[src/assert_macros.svh]
// ----------------------------------------------------------------------------
// assert_macros.svh
// Clocked assertion helpers used by marker_relocation_stream.
// ----------------------------------------------------------------------------
`ifndef ASSERT_MACROS_SVH
`define ASSERT_MACROS_SVH

// Check a property on every rising edge of clk, off while rst is high.
`define ASSERT_CLK(label, prop, msg) \
  label: assert property (@(posedge clk) disable iff (rst) (prop)) else $error(msg);

// Check that a condition never holds, off while rst is high.
`define ASSERT_NEVER(label, cond, msg) \
  label: assert property (@(posedge clk) disable iff (rst) !(cond)) else $error(msg);

`endif

[src/mrs_pkg.sv]
// ----------------------------------------------------------------------------
// mrs_pkg
// Types, codes and helper functions for the marker relocation stream.
// ----------------------------------------------------------------------------
package mrs_pkg;

  localparam int unsigned WordW = 32;

  // Input actions
  localparam logic [1:0] ACT_WORD   = 2'd0;
  localparam logic [1:0] ACT_EOM    = 2'd1;
  localparam logic [1:0] ACT_FINISH = 2'd2;
  localparam logic [1:0] ACT_START  = 2'd3;

  // Configuration register indexes
  localparam logic CFG_ROM_BASE = 1'b0;
  localparam logic CFG_RAM_BASE = 1'b1;

  // Marker triple phases
  localparam logic [1:0] PH_IDLE  = 2'd0;
  localparam logic [1:0] PH_HEAD  = 2'd1;
  localparam logic [1:0] PH_VALUE = 2'd2;

  // Job kinds
  localparam logic [1:0] JOB_ONE     = 2'd0;
  localparam logic [1:0] JOB_TWO     = 2'd1;
  localparam logic [1:0] JOB_TRAILER = 2'd2;

  localparam logic [WordW-1:0] MK_RAM_HEAD = 32'h353a_b756;
  localparam logic [WordW-1:0] MK_RAM_TAIL = 32'hacb8_562d;
  localparam logic [WordW-1:0] MK_ROM_HEAD = 32'h38ab_1ef0;
  localparam logic [WordW-1:0] MK_ROM_TAIL = 32'h6184_abe6;
  localparam logic [WordW-1:0] TRL_A       = 32'hf1f2_f3f4;
  localparam logic [WordW-1:0] TRL_B       = 32'he1e2_e3e4;
  localparam logic [WordW-1:0] TRL_C       = 32'hd1d2_d3d4;
  localparam logic [WordW-1:0] TRL_END     = 32'hfdea_3b59;

  typedef struct packed {
    logic [1:0]       action;
    logic [WordW-1:0] in_word;
  } in_t;

  typedef struct packed {
    logic [WordW-1:0] out_word;
    logic             last_of_run;
  } out_t;

  // One job carries every result word of one input transaction.
  typedef struct packed {
    logic [1:0]       kind;
    logic [WordW-1:0] a;
    logic [WordW-1:0] b;
  } job_t;

  // Handshake from the expander back to the job queue.
  typedef struct packed {
    logic pop;
  } q_ctl_t;

  function automatic logic [2:0] job_len(input logic [1:0] kind);
    logic [2:0] len;
    case (kind)
      JOB_TWO:     len = 3'd2;
      JOB_TRAILER: len = 3'd6;
      default:     len = 3'd1;
    endcase
    return len;
  endfunction

  function automatic logic [WordW-1:0] job_word(input job_t job, input logic [2:0] idx);
    logic [WordW-1:0] w;
    if (job.kind == JOB_TRAILER) begin
      case (idx)
        3'd0:    w = TRL_A;
        3'd1:    w = TRL_B;
        3'd2:    w = TRL_C;
        3'd3:    w = job.a;
        3'd4:    w = job.b;
        default: w = TRL_END;
      endcase
    end else begin
      w = (idx == 3'd0) ? job.a : job.b;
    end
    return w;
  endfunction

endpackage

[src/mrs_core.sv]
// ----------------------------------------------------------------------------
// mrs_core
// Cursor, module and marker state; turns each producing transaction into a job.
// ----------------------------------------------------------------------------
module mrs_core (
  input  logic                    clk,
  input  logic                    rst,
  input  logic                    cfg_we,
  input  logic                    cfg_index,
  input  logic [31:0]             cfg_data,
  input  logic                    accept,
  input  mrs_pkg::in_t            item,
  output logic                    job_push,
  output mrs_pkg::job_t           job
);
  import mrs_pkg::*;

  logic [WordW-1:0] rom_base, ram_base;
  logic [WordW-1:0] rom_cursor, rom_cursor_next;
  logic [WordW-1:0] ram_cursor, ram_cursor_next;
  logic [1:0]       triple_phase, triple_phase_next;
  logic             marker_is_ram, marker_is_ram_next;
  logic [WordW-1:0] held_value, held_value_next;
  logic [WordW-1:0] module_stack, module_stack_next;
  logic [WordW-1:0] module_bytes, module_bytes_next;
  logic [WordW-1:0] tail;

  assign tail = marker_is_ram ? MK_RAM_TAIL : MK_ROM_TAIL;

  always_comb begin
    rom_cursor_next    = rom_cursor;
    ram_cursor_next    = ram_cursor;
    triple_phase_next  = triple_phase;
    marker_is_ram_next = marker_is_ram;
    held_value_next    = held_value;
    module_stack_next  = module_stack;
    module_bytes_next  = module_bytes;
    job_push           = 1'b0;
    job.kind           = JOB_ONE;
    job.a              = item.in_word;
    job.b              = item.in_word;
    if (accept) begin
      unique case (item.action)
        ACT_WORD: begin
          if (triple_phase == PH_HEAD) begin
            held_value_next   = item.in_word;
            triple_phase_next = PH_VALUE;
          end else if (triple_phase == PH_VALUE) begin
            job_push          = 1'b1;
            triple_phase_next = PH_IDLE;
            if (item.in_word == tail) begin
              if (marker_is_ram) begin
                if (module_bytes == '0) begin
                  module_stack_next = held_value;
                end
                job.a = held_value + ram_cursor;
              end else begin
                job.a = held_value + rom_cursor;
              end
              module_bytes_next = module_bytes + 32'd4;
            end else begin
              job.kind          = JOB_TWO;
              job.a             = held_value;
              module_bytes_next = module_bytes + 32'd8;
            end
          end else if (item.in_word == MK_RAM_HEAD) begin
            marker_is_ram_next = 1'b1;
            triple_phase_next  = PH_HEAD;
          end else if (item.in_word == MK_ROM_HEAD) begin
            marker_is_ram_next = 1'b0;
            triple_phase_next  = PH_HEAD;
          end else begin
            job_push          = 1'b1;
            module_bytes_next = module_bytes + 32'd4;
          end
        end
        ACT_EOM: begin
          rom_cursor_next    = rom_cursor + module_bytes;
          ram_cursor_next    = ram_cursor + module_stack;
          triple_phase_next  = PH_IDLE;
          marker_is_ram_next = 1'b0;
          held_value_next    = '0;
          module_stack_next  = '0;
          module_bytes_next  = '0;
        end
        ACT_FINISH: begin
          job_push = 1'b1;
          job.kind = JOB_TRAILER;
          job.a    = rom_cursor;
          job.b    = ram_cursor;
        end
        ACT_START: begin
          rom_cursor_next    = rom_base;
          ram_cursor_next    = ram_base;
          triple_phase_next  = PH_IDLE;
          marker_is_ram_next = 1'b0;
          held_value_next    = '0;
          module_stack_next  = '0;
          module_bytes_next  = '0;
        end
      endcase
    end
  end

  always_ff @(posedge clk) begin
    if (rst) begin
      rom_base      <= '0;
      ram_base      <= '0;
      rom_cursor    <= '0;
      ram_cursor    <= '0;
      triple_phase  <= PH_IDLE;
      marker_is_ram <= 1'b0;
      held_value    <= '0;
      module_stack  <= '0;
      module_bytes  <= '0;
    end else begin
      if (cfg_we && cfg_index == CFG_ROM_BASE) begin
        rom_base <= cfg_data;
      end
      if (cfg_we && cfg_index == CFG_RAM_BASE) begin
        ram_base <= cfg_data;
      end
      rom_cursor    <= rom_cursor_next;
      ram_cursor    <= ram_cursor_next;
      triple_phase  <= triple_phase_next;
      marker_is_ram <= marker_is_ram_next;
      held_value    <= held_value_next;
      module_stack  <= module_stack_next;
      module_bytes  <= module_bytes_next;
    end
  end

endmodule

[src/mrs_job_queue.sv]
// ----------------------------------------------------------------------------
// mrs_job_queue
// Two-entry queue of pending jobs between the core and the expander.
// ----------------------------------------------------------------------------
module mrs_job_queue (
  input  logic           clk,
  input  logic           rst,
  input  logic           push,
  input  mrs_pkg::job_t  push_job,
  input  mrs_pkg::q_ctl_t ctl_in,
  output logic           head_valid,
  output mrs_pkg::job_t  head_job,
  output logic           full,
  output logic [1:0]     count
);
  import mrs_pkg::*;

  job_t entries [2];
  logic wr_ptr, rd_ptr;

  assign head_valid = (count != 2'd0);
  assign full       = (count == 2'd2);
  assign head_job   = entries[rd_ptr];

  always_ff @(posedge clk) begin
    if (push) begin
      entries[wr_ptr] <= push_job;
    end
  end

  always_ff @(posedge clk) begin
    if (rst) begin
      wr_ptr <= 1'b0;
      rd_ptr <= 1'b0;
      count  <= 2'd0;
    end else begin
      if (push) begin
        wr_ptr <= ~wr_ptr;
      end
      if (ctl_in.pop) begin
        rd_ptr <= ~rd_ptr;
      end
      count <= count + {1'b0, push} - {1'b0, ctl_in.pop};
    end
  end

endmodule

[src/mrs_expand.sv]
// ----------------------------------------------------------------------------
// mrs_expand
// Walk the head job word by word into the output register.
// ----------------------------------------------------------------------------
module mrs_expand (
  input  logic            clk,
  input  logic            rst,
  input  logic            head_valid,
  input  mrs_pkg::job_t   head_job,
  output mrs_pkg::q_ctl_t ctl,
  output logic            out_valid,
  input  logic            out_stall,
  output mrs_pkg::out_t   out_data
);
  import mrs_pkg::*;

  logic [2:0] idx;
  logic       advance;
  logic       last;

  assign advance = !out_valid || !out_stall;
  assign last    = (idx == job_len(head_job.kind) - 3'd1);
  assign ctl.pop = head_valid && advance && last;

  always_ff @(posedge clk) begin
    if (advance && head_valid) begin
      out_data.out_word    <= job_word(head_job, idx);
      out_data.last_of_run <= last;
    end
  end

  always_ff @(posedge clk) begin
    if (rst) begin
      out_valid <= 1'b0;
      idx       <= 3'd0;
    end else if (advance) begin
      out_valid <= head_valid;
      if (head_valid) begin
        idx <= last ? 3'd0 : idx + 3'd1;
      end
    end
  end

endmodule

[src/marker_relocation_stream.sv]
// ----------------------------------------------------------------------------
// marker_relocation_stream
// Relocate marked RAM/ROM fields in a stream of 32-bit module image words.
// ----------------------------------------------------------------------------
// One input transaction is taken per clock. Its whole effect on the cursors
// and on the marker state is worked out in the cycle it is accepted, and the
// words it produces are stored as one job in a two-entry job queue. The
// expander drains that queue one output word per clock while out_stall is
// low, through the output register. A job holds one word, two for a failed
// marker triple and six for a finish trailer. The input stalls only while
// both queue entries are occupied. A job passes the queue entry and then the
// output register before its first word appears. Write rom_base and ram_base
// while the block is idle; a start action loads them into the cursors.
// ----------------------------------------------------------------------------
`include "assert_macros.svh"

module marker_relocation_stream (
  input  logic                clk,
  input  logic                rst,
  input  logic                cfg_we,
  input  logic                cfg_index,
  input  logic [31:0]         cfg_data,
  input  logic                in_valid,
  output logic                in_stall,
  input  mrs_pkg::in_t        in_data,
  output logic                out_valid,
  input  logic                out_stall,
  output mrs_pkg::out_t       out_data
);
  import mrs_pkg::*;

  logic   accept;
  logic   finish_accept;
  logic   job_push;
  job_t   job;
  logic   head_valid;
  job_t   head_job;
  logic   q_full;
  logic [1:0] q_count;
  q_ctl_t q_ctl;

  // Hold the input off while the job queue has no free entry.
  assign in_stall      = q_full;
  assign accept        = in_valid && !in_stall;
  assign finish_accept = accept && (in_data.action == ACT_FINISH);

  // Update cursors and marker state, emit one job per producing transaction.
  mrs_core u_core (
    .clk       (clk),
    .rst       (rst),
    .cfg_we    (cfg_we),
    .cfg_index (cfg_index),
    .cfg_data  (cfg_data),
    .accept    (accept),
    .item      (in_data),
    .job_push  (job_push),
    .job       (job)
  );

  mrs_job_queue u_queue (
    .clk        (clk),
    .rst        (rst),
    .push       (job_push),
    .push_job   (job),
    .ctl_in     (q_ctl),
    .head_valid (head_valid),
    .head_job   (head_job),
    .full       (q_full),
    .count      (q_count)
  );

  // Advance through the head job one word per output transaction.
  mrs_expand u_expand (
    .clk        (clk),
    .rst        (rst),
    .head_valid (head_valid),
    .head_job   (head_job),
    .ctl        (q_ctl),
    .out_valid  (out_valid),
    .out_stall  (out_stall),
    .out_data   (out_data)
  );

  // A job is never pushed into a full queue.
  `ASSERT_NEVER(a_no_overflow, job_push && q_full, "job pushed into full queue")
  // The expander pops only a queue that holds a job.
  `ASSERT_NEVER(a_no_underflow, q_ctl.pop && (q_count == 2'd0), "pop from empty queue")
  // A finish transaction always leaves a job queued behind it.
  `ASSERT_CLK(a_finish_queued, finish_accept |=> q_count != 2'd0, "finish job lost")

endmodule
[config.mk]
export PLATFORM = sky130hd
export DESIGN_NAME = marker_relocation_stream
export DESIGN_NICKNAME = d
export VERILOG_FILES = /design/src/mrs_pkg.sv /design/src/mrs_core.sv /design/src/mrs_job_queue.sv /design/src/mrs_expand.sv /design/src/marker_relocation_stream.sv
export VERILOG_INCLUDE_DIRS = /design/src /design/src/src
export SDC_FILE = /design/constraint.sdc
export NUM_CORES = 1
export LEC_CHECK = 0
export BUFFER_PORTS_ARGS = -buffer_cell sky130_fd_sc_hd__buf_2
export CAP_MARGIN = 40
export CORE_MARGIN = 1.5
export CORE_UTILIZATION = 40
export CTS_BUF_LIST = sky130_fd_sc_hd__clkbuf_8 sky130_fd_sc_hd__clkbuf_16
export DETAILED_ROUTE_END_ITERATION = 6
export SYNTH_ARGS = -nofsm -noshare
export SYNTH_HDL_FRONTEND = slang
export SYNTH_SLANG_ARGS = --single-unit
[constraint.sdc]
create_clock -name clk -period 9.75 [get_ports clk]
set_input_delay 1.95 -clock clk [delete_from_list [all_inputs] [get_ports clk]]
set_output_delay 1.95 -clock clk [all_outputs]
set_load 0.05 [all_outputs]
# Word-level counts from Yosys, hierarchy flattened
# Memory sizes are Yosys's and may differ from the RTL's. A register that Yosys moved wholly into a read port is not among the register bits.
# Index checks and enable logic that the tools add are counted.
# Widths: inputs -> output; s select.
[classes]
add_sub_neg = 10
n_eq_ne = 27
n_mux = 50
n_bitwise = 3
reduce_logical = 23
[op_table]
columns = ["cell", "n"]
rows = [
  ["$mux 32", 17],
  ["$pmux 32 s2", 5],
  ["$pmux 32 s5", 1],
  ["$add 32x32->32", 4],
  ["$mux 34", 2],
  ["$pmux 34 s2", 1],
  ["$mux 66", 1],
  ["$eq 32x30->1 const B", 2],
  ["$add 32x3->32 const B", 1],
  ["$add 32x4->32 const B", 1],
  ["$eq 32x32->1", 1],
  ["$logic_not 32->1", 1],
  ["$mux 1", 14],
  ["$eq 2x2->1 const B", 5],
  ["$ne 2x1->1 const B", 5],
  ["$reduce_and 5->1", 2],
  ["$mux 2", 4],
  ["$reduce_and 7->1", 1],
  ["$eq 2x1->1 const B", 3],
  ["$eq 3x2->1 const B", 2],
  ["$ne 3x2->1 const B", 2],
  ["$pmux 3 s2", 1],
  ["$reduce_and 3->1", 2],
  ["$reduce_bool 2->1", 3],
  ["other kinds (21)", 32],
]
[totals]
regBits = 268
ramBits = 132
in_bits = 72
output_inout_bits = 35
memories = 1
[mem_list]
columns = ["name", "words", "width", "rd", "rd_clocked_by_memory_dff", "wr", "line_no", "rtl"]
rows = [
  ["u_queue.entries", 2, 66, 1, 1, 1, "mrs_job_queue.sv:18", "job_t entries [2];"],
]

# Logic depth before layout (Yosys ltp)
[logic_depth]
depth_word = 9
ltp_mapped = 16
mapped_depth_nobuf = 15

# Modules after synthesis
# A second synthesis with hierarchy kept.
[unflattened]
cells_unflattened = 2451
area_unflattened_um2 = 22871.9
[modules_own_cells]
columns = ["module", "n_inst", "cells_per_inst", "area_per_inst_um2", "seq_area_each_um2"]
rows = [
  ["mrs_core", 1, 2031, 15308.4, 4504.3],
  ["mrs_job_queue", 1, 226, 5142.4, 4063.9],
  ["mrs_expand", 1, 193, 2407.3, 1071.0],
  ["marker_relocation_stream", 1, 1, 13.8, 0.0],
]

# Worst setup path before layout
# Ideal clock, no wire load.
[synth_path]
path_type = "input to register"
startpoint = "input port in_data[15] (netlist bit)"
endpoint = "memory u_queue.entries[0][0] (netlist bit), enable pin"
setup_time_ns = 0.491
arrival_time_ns = 5.612
required_ns = 9.259
setup_slack_ns = 3.647
stages = 8
path_buffers = 1
path_cell_list = "clkbuf_1 > nor4_1 > nor4bb_1 > nand4_1 > a211oi_1 > nor2_1 > o21ai_0 > nor2_1"
[synth_between]
elab_chain_cells = 9
[synth_rtl]
columns = ["item", "line_no", "rtl"]
rows = [
  ["start: declaration", "marker_relocation_stream.sv:25", "input mrs_pkg::in_t in_data,"],
  ["$eq 32x30->1", "mrs_core.sv:69", "end else if (item.in_word == MK_ROM_HEAD) begin"],
  ["$mux 1", "mrs_core.sv:69", ""],
  ["$mux 1 (*)", "mrs_core.sv:66", "end else if (item.in_word == MK_RAM_HEAD) begin"],
  ["$mux 1 (*)", "mrs_core.sv:48", "end else if (triple_phase == PH_VALUE) begin"],
  ["$mux 1 (*)", "mrs_core.sv:45", "if (triple_phase == PH_HEAD) begin"],
  ["$pmux 1 s2 (*)", "mrs_core.sv:43", "unique case (item.action)"],
  ["$mux 1 (*)", "mrs_core.sv:42", "if (accept) begin"],
  ["$mux 1 (*)", "mrs_job_queue.sv:26", "if (push) begin"],
  ["$mux 1 (not written as such) (*)", "mrs_job_queue.sv:27", "entries[wr_ptr] <= push_job;"],
  ["end: declaration", "mrs_job_queue.sv:18", ""],
]
# Mark *: on every way between the ends. The rest lies on a longest branch, timed or not.

==> metrics.md <==
| Metric | Value |
|---|---|
| Run status | `finished clean` |
| Synth top area share | `22.5%` |
| RSZ-0062 raised after global routing | `no` |
| Final worst path period share | `51.5%` |
| Cts repair resizes | `0` |
| Row count | `85` |
| Setup CP Type | `flip-flop to flip-flop` |
| CTS sink count | `399` |
| Crit path max fanout | `38` |
| Hold-fix buffers, CTS | `0` |
| Total GRT Usage | `23.2%` |
| Hold Slack | `0.448 ns` |
| Mapped Cells | `2411` |
| CTS Buf Count | `45` |
| Vias | `18300` |
| Setup TNS | `0 ns` |
| Worst hold path class | `flip-flop to flip-flop` |
| Worst path required time | `10.13 ns` |
| Grt total ovfl | `0` |
| Die area | `56400 um2` |
| Clk_skew | `0.0162 ns` |
| Setup ws final | `4.73 ns` |
| Crit-path slowest cell | `a211oi_1` |
| Final ANT Viol Nets | `0` |
| Final Slew Violations | `0` |
| Cell taking the most area after synthesis | `edfxtp_1` |
| Max stage delay on crit path | `0.73 ns` |
| Actual slew at the worst max-slew pin | `0.900 ns` |
| Nets@finish | `2641` |
| Drt total wl | `66.9 mm` |
| Core Area | `54100 um2` |
| Most used cell, CP | `a211oi_1` |
| Clock root cell | `clkbuf_16` |
| Die X | `238 um` |
| Placer congestion estimate | `0.909` |
| Ys Warns | `0` |
| Syn nets | `2589` |
| Post-route DRC violation count | `0` |
| Pwr Density | `198 nW/um2` |
| Global-route wire length before repair | `102 mm` |
| Pre-CTS setup slack | `4.62 ns` |
| FMAX | `199 MHz` |
| Fin. Hold Viols | `0` |
| Flops & latches, synth | `399` |
| Seq/Total Area, Yosys | `43.8%` |
| Commonest non-fill, non-tap cell in the layout | `nand2_1` |
| Initial antenna violation count | `1` |
| H-tree depth | `2` |
| 1st-iter DRT viols | `1430` |
| Vias per cell | `5.74` |
| Layout Area Growth over Synthesis | `12.7%` |
| Post-Syn Area | `22000 um2` |
| Clock transition at path regs | `0.06 ns` |
| Worst vdd ir | `0.000155 V` |
| Commonest register cell after synthesis | `dfxtp_1` |
| Count of cell types in the netlist | `91` |
| CTS Buffer Depth | `3` |
| Number of global-route vias before repair | `17300` |
| Largest net degree at the start of global routing | `82` |
| Worst-path cell chain | `buf_4 > mux2_2 > ha_1 > and4_1 > nand2_1 > a211oi_1 > a211oi_1 > a21oi_1 > a211oi_1 > o211ai_1 > a221oi_1 > xnor2_1 > mux2i_1 > a21oi_1` |
| Proportion of layout cells with a drive suffix above 1 | `12.7%` |
| Slew margin rel. | `40.0%` |
| Startpoint types | `flip-flop` |
| Detailed Routing Iterations Pass 1 | `5` |
| Worst EP arrival | `5.40 ns` |
| DP Wirelength | `48.6 mm` |
| WL per Instance | `21.0 um` |
| Final min period | `5.02 ns` |
| Count of input and output buffers | `106` |
| Worst skew pair latency | `0.58 ns` |
| Post-synth ARST share | `0%` |
| Max-cap violations | `0` |
| Pleak | `9.46 nW` |
| Syn Area/Cell | `9.13 um2` |
| I/O pin total | `107` |
| Postcts setup bufs | `0` |
| Initial Utilization | `40.6%` |
| Setup Viol. Count Final | `0` |
| CTS tree | `yes` |
| CP endpoint kind | `flip-flop` |
| Die height | `238 um` |
| Post-synth EDFFs | `165` |
| Commonest cells after routing, fill and taps aside | `nand2_1, a21oi_1, dfxtp_1` |
| Synth area leaders | `edfxtp_1, dfxtp_1, nand2_1` |
[through the flow]
step / instances / total power [mW] / instance area [um2] / util, %
6_report: 3194 / 4.91 / 24800 / 45.8
3_3_place_gp: 3100 / 3.22 / 23100 / 42.7
4_1_cts: 3193 / 4.96 / 24800 / 45.8
5_1_grt: 3193 / 5.11 / 24800 / 45.8
2_1_floorplan: 2411 / 2.89 / 22000 / -
3_5_place_dp: 3112 / 3.25 / 23300 / 43.1
[where the power goes]
part | total, mW | leakage (nW) | switching (mW) | internal [mW]
Clock | 1.70 | 0.748 | 0.699 | 0.996
Sequential | 2.03 | 3.43 | 0.0877 | 1.95
Combinational | 1.18 | 5.28 | 0.815 | 0.368
[per-layer routing]
layer	wire, um	GRT usage, %	part of all wire [%]	up-vias
met5	13	0	0.019	-
met4	1900	7.22	2.8	2
met3	3540	2.88	5.3	99
met2	29900	36.7	45	549
met1	31500	32.9	47	8809
li1	-	-	-	8878
[critical path: cells and delay by family, from the launching register on]
| kind | cells | cell delay, ns |
|---|---|---|
| AOI/OAI and AO/OA | 7 | 2.54 |
| buffers and inverters | 1 | 0.51 |
| muxes | 2 | 0.50 |
| DFF | 1 | 0.40 |
| adders and majority gates | 1 | 0.38 |
| and+or+nand+nor | 2 | 0.32 |
| xor gates and xnor gates | 1 | 0.16 |
[path summary, 6_finish.rpt]
| path | to | slack [ns] | cells after the start | start |
|---|---|---|---|---|
| worst max-delay path | u_queue.entries[0][62] | 4.73 | 14 | u_core.marker_is_ram |
| worst min-delay path | u_core.rom_base[21] | 0.45 | 2 | u_core.rom_base[21] |
| worst max register to register | u_queue.entries[0][62] | 4.73 | 14 | u_core.marker_is_ram |
| worst min register to register | u_core.rom_base[21] | 0.45 | 2 | u_core.rom_base[21] |
[synth_stat cells, types with 44 or more instances]
cell type	count
clkbuf_1	114
a21oi_1	252
dfxtp_1	234
nand2_1	380
nor2_1	212
edfxtp_1	165
o21ai_0	102
mux2i_1	81
xnor2_1	62
a21o_1	55
xor2_1	44
ha_1	104
[sequential cells by signal (all words and copies together) (netlist names), 3 cells and up, named ones only]
register,flops
u_core.module_stack,32
u_core.rom_cursor,32
u_core.module_bytes,30
u_expand.out_data,33
u_core.ram_base,32
u_queue.entries,132
u_core.rom_base,32
u_core.held_value,32
u_expand.idx,3
u_core.ram_cursor,32
[cells by family (layout without fill, tap and decap cells)]
family | Yosys count | after routing | synth area share, %
AND/OR/NAND/NOR | 834 | 834 | 17.9
AO/OA/AOI/OAI | 664 | 664 | 19.2
flip-flops | 399 | 399 | 43.8
buffers and inverters | 187 | 273 | 3.34
multiplexers | 115 | 115 | 5.44
adder cells (fa/ha/maj) | 106 | 106 | 6.10
XOR/XNOR | 106 | 106 | 4.22
other | 0 | 1 | 0
[cell type report]
cell class,instances,area [um2]
clock inverters,28,220
repair buffers,149,965
inverters,43,161
clock buffers,53,1260
well taps,696,871
multi-input cells,1825,11700
fillers,5197,29300
diodes,1,2.50
flip-flops and latches,399,9640
Power figures use the tool's default switching activity.
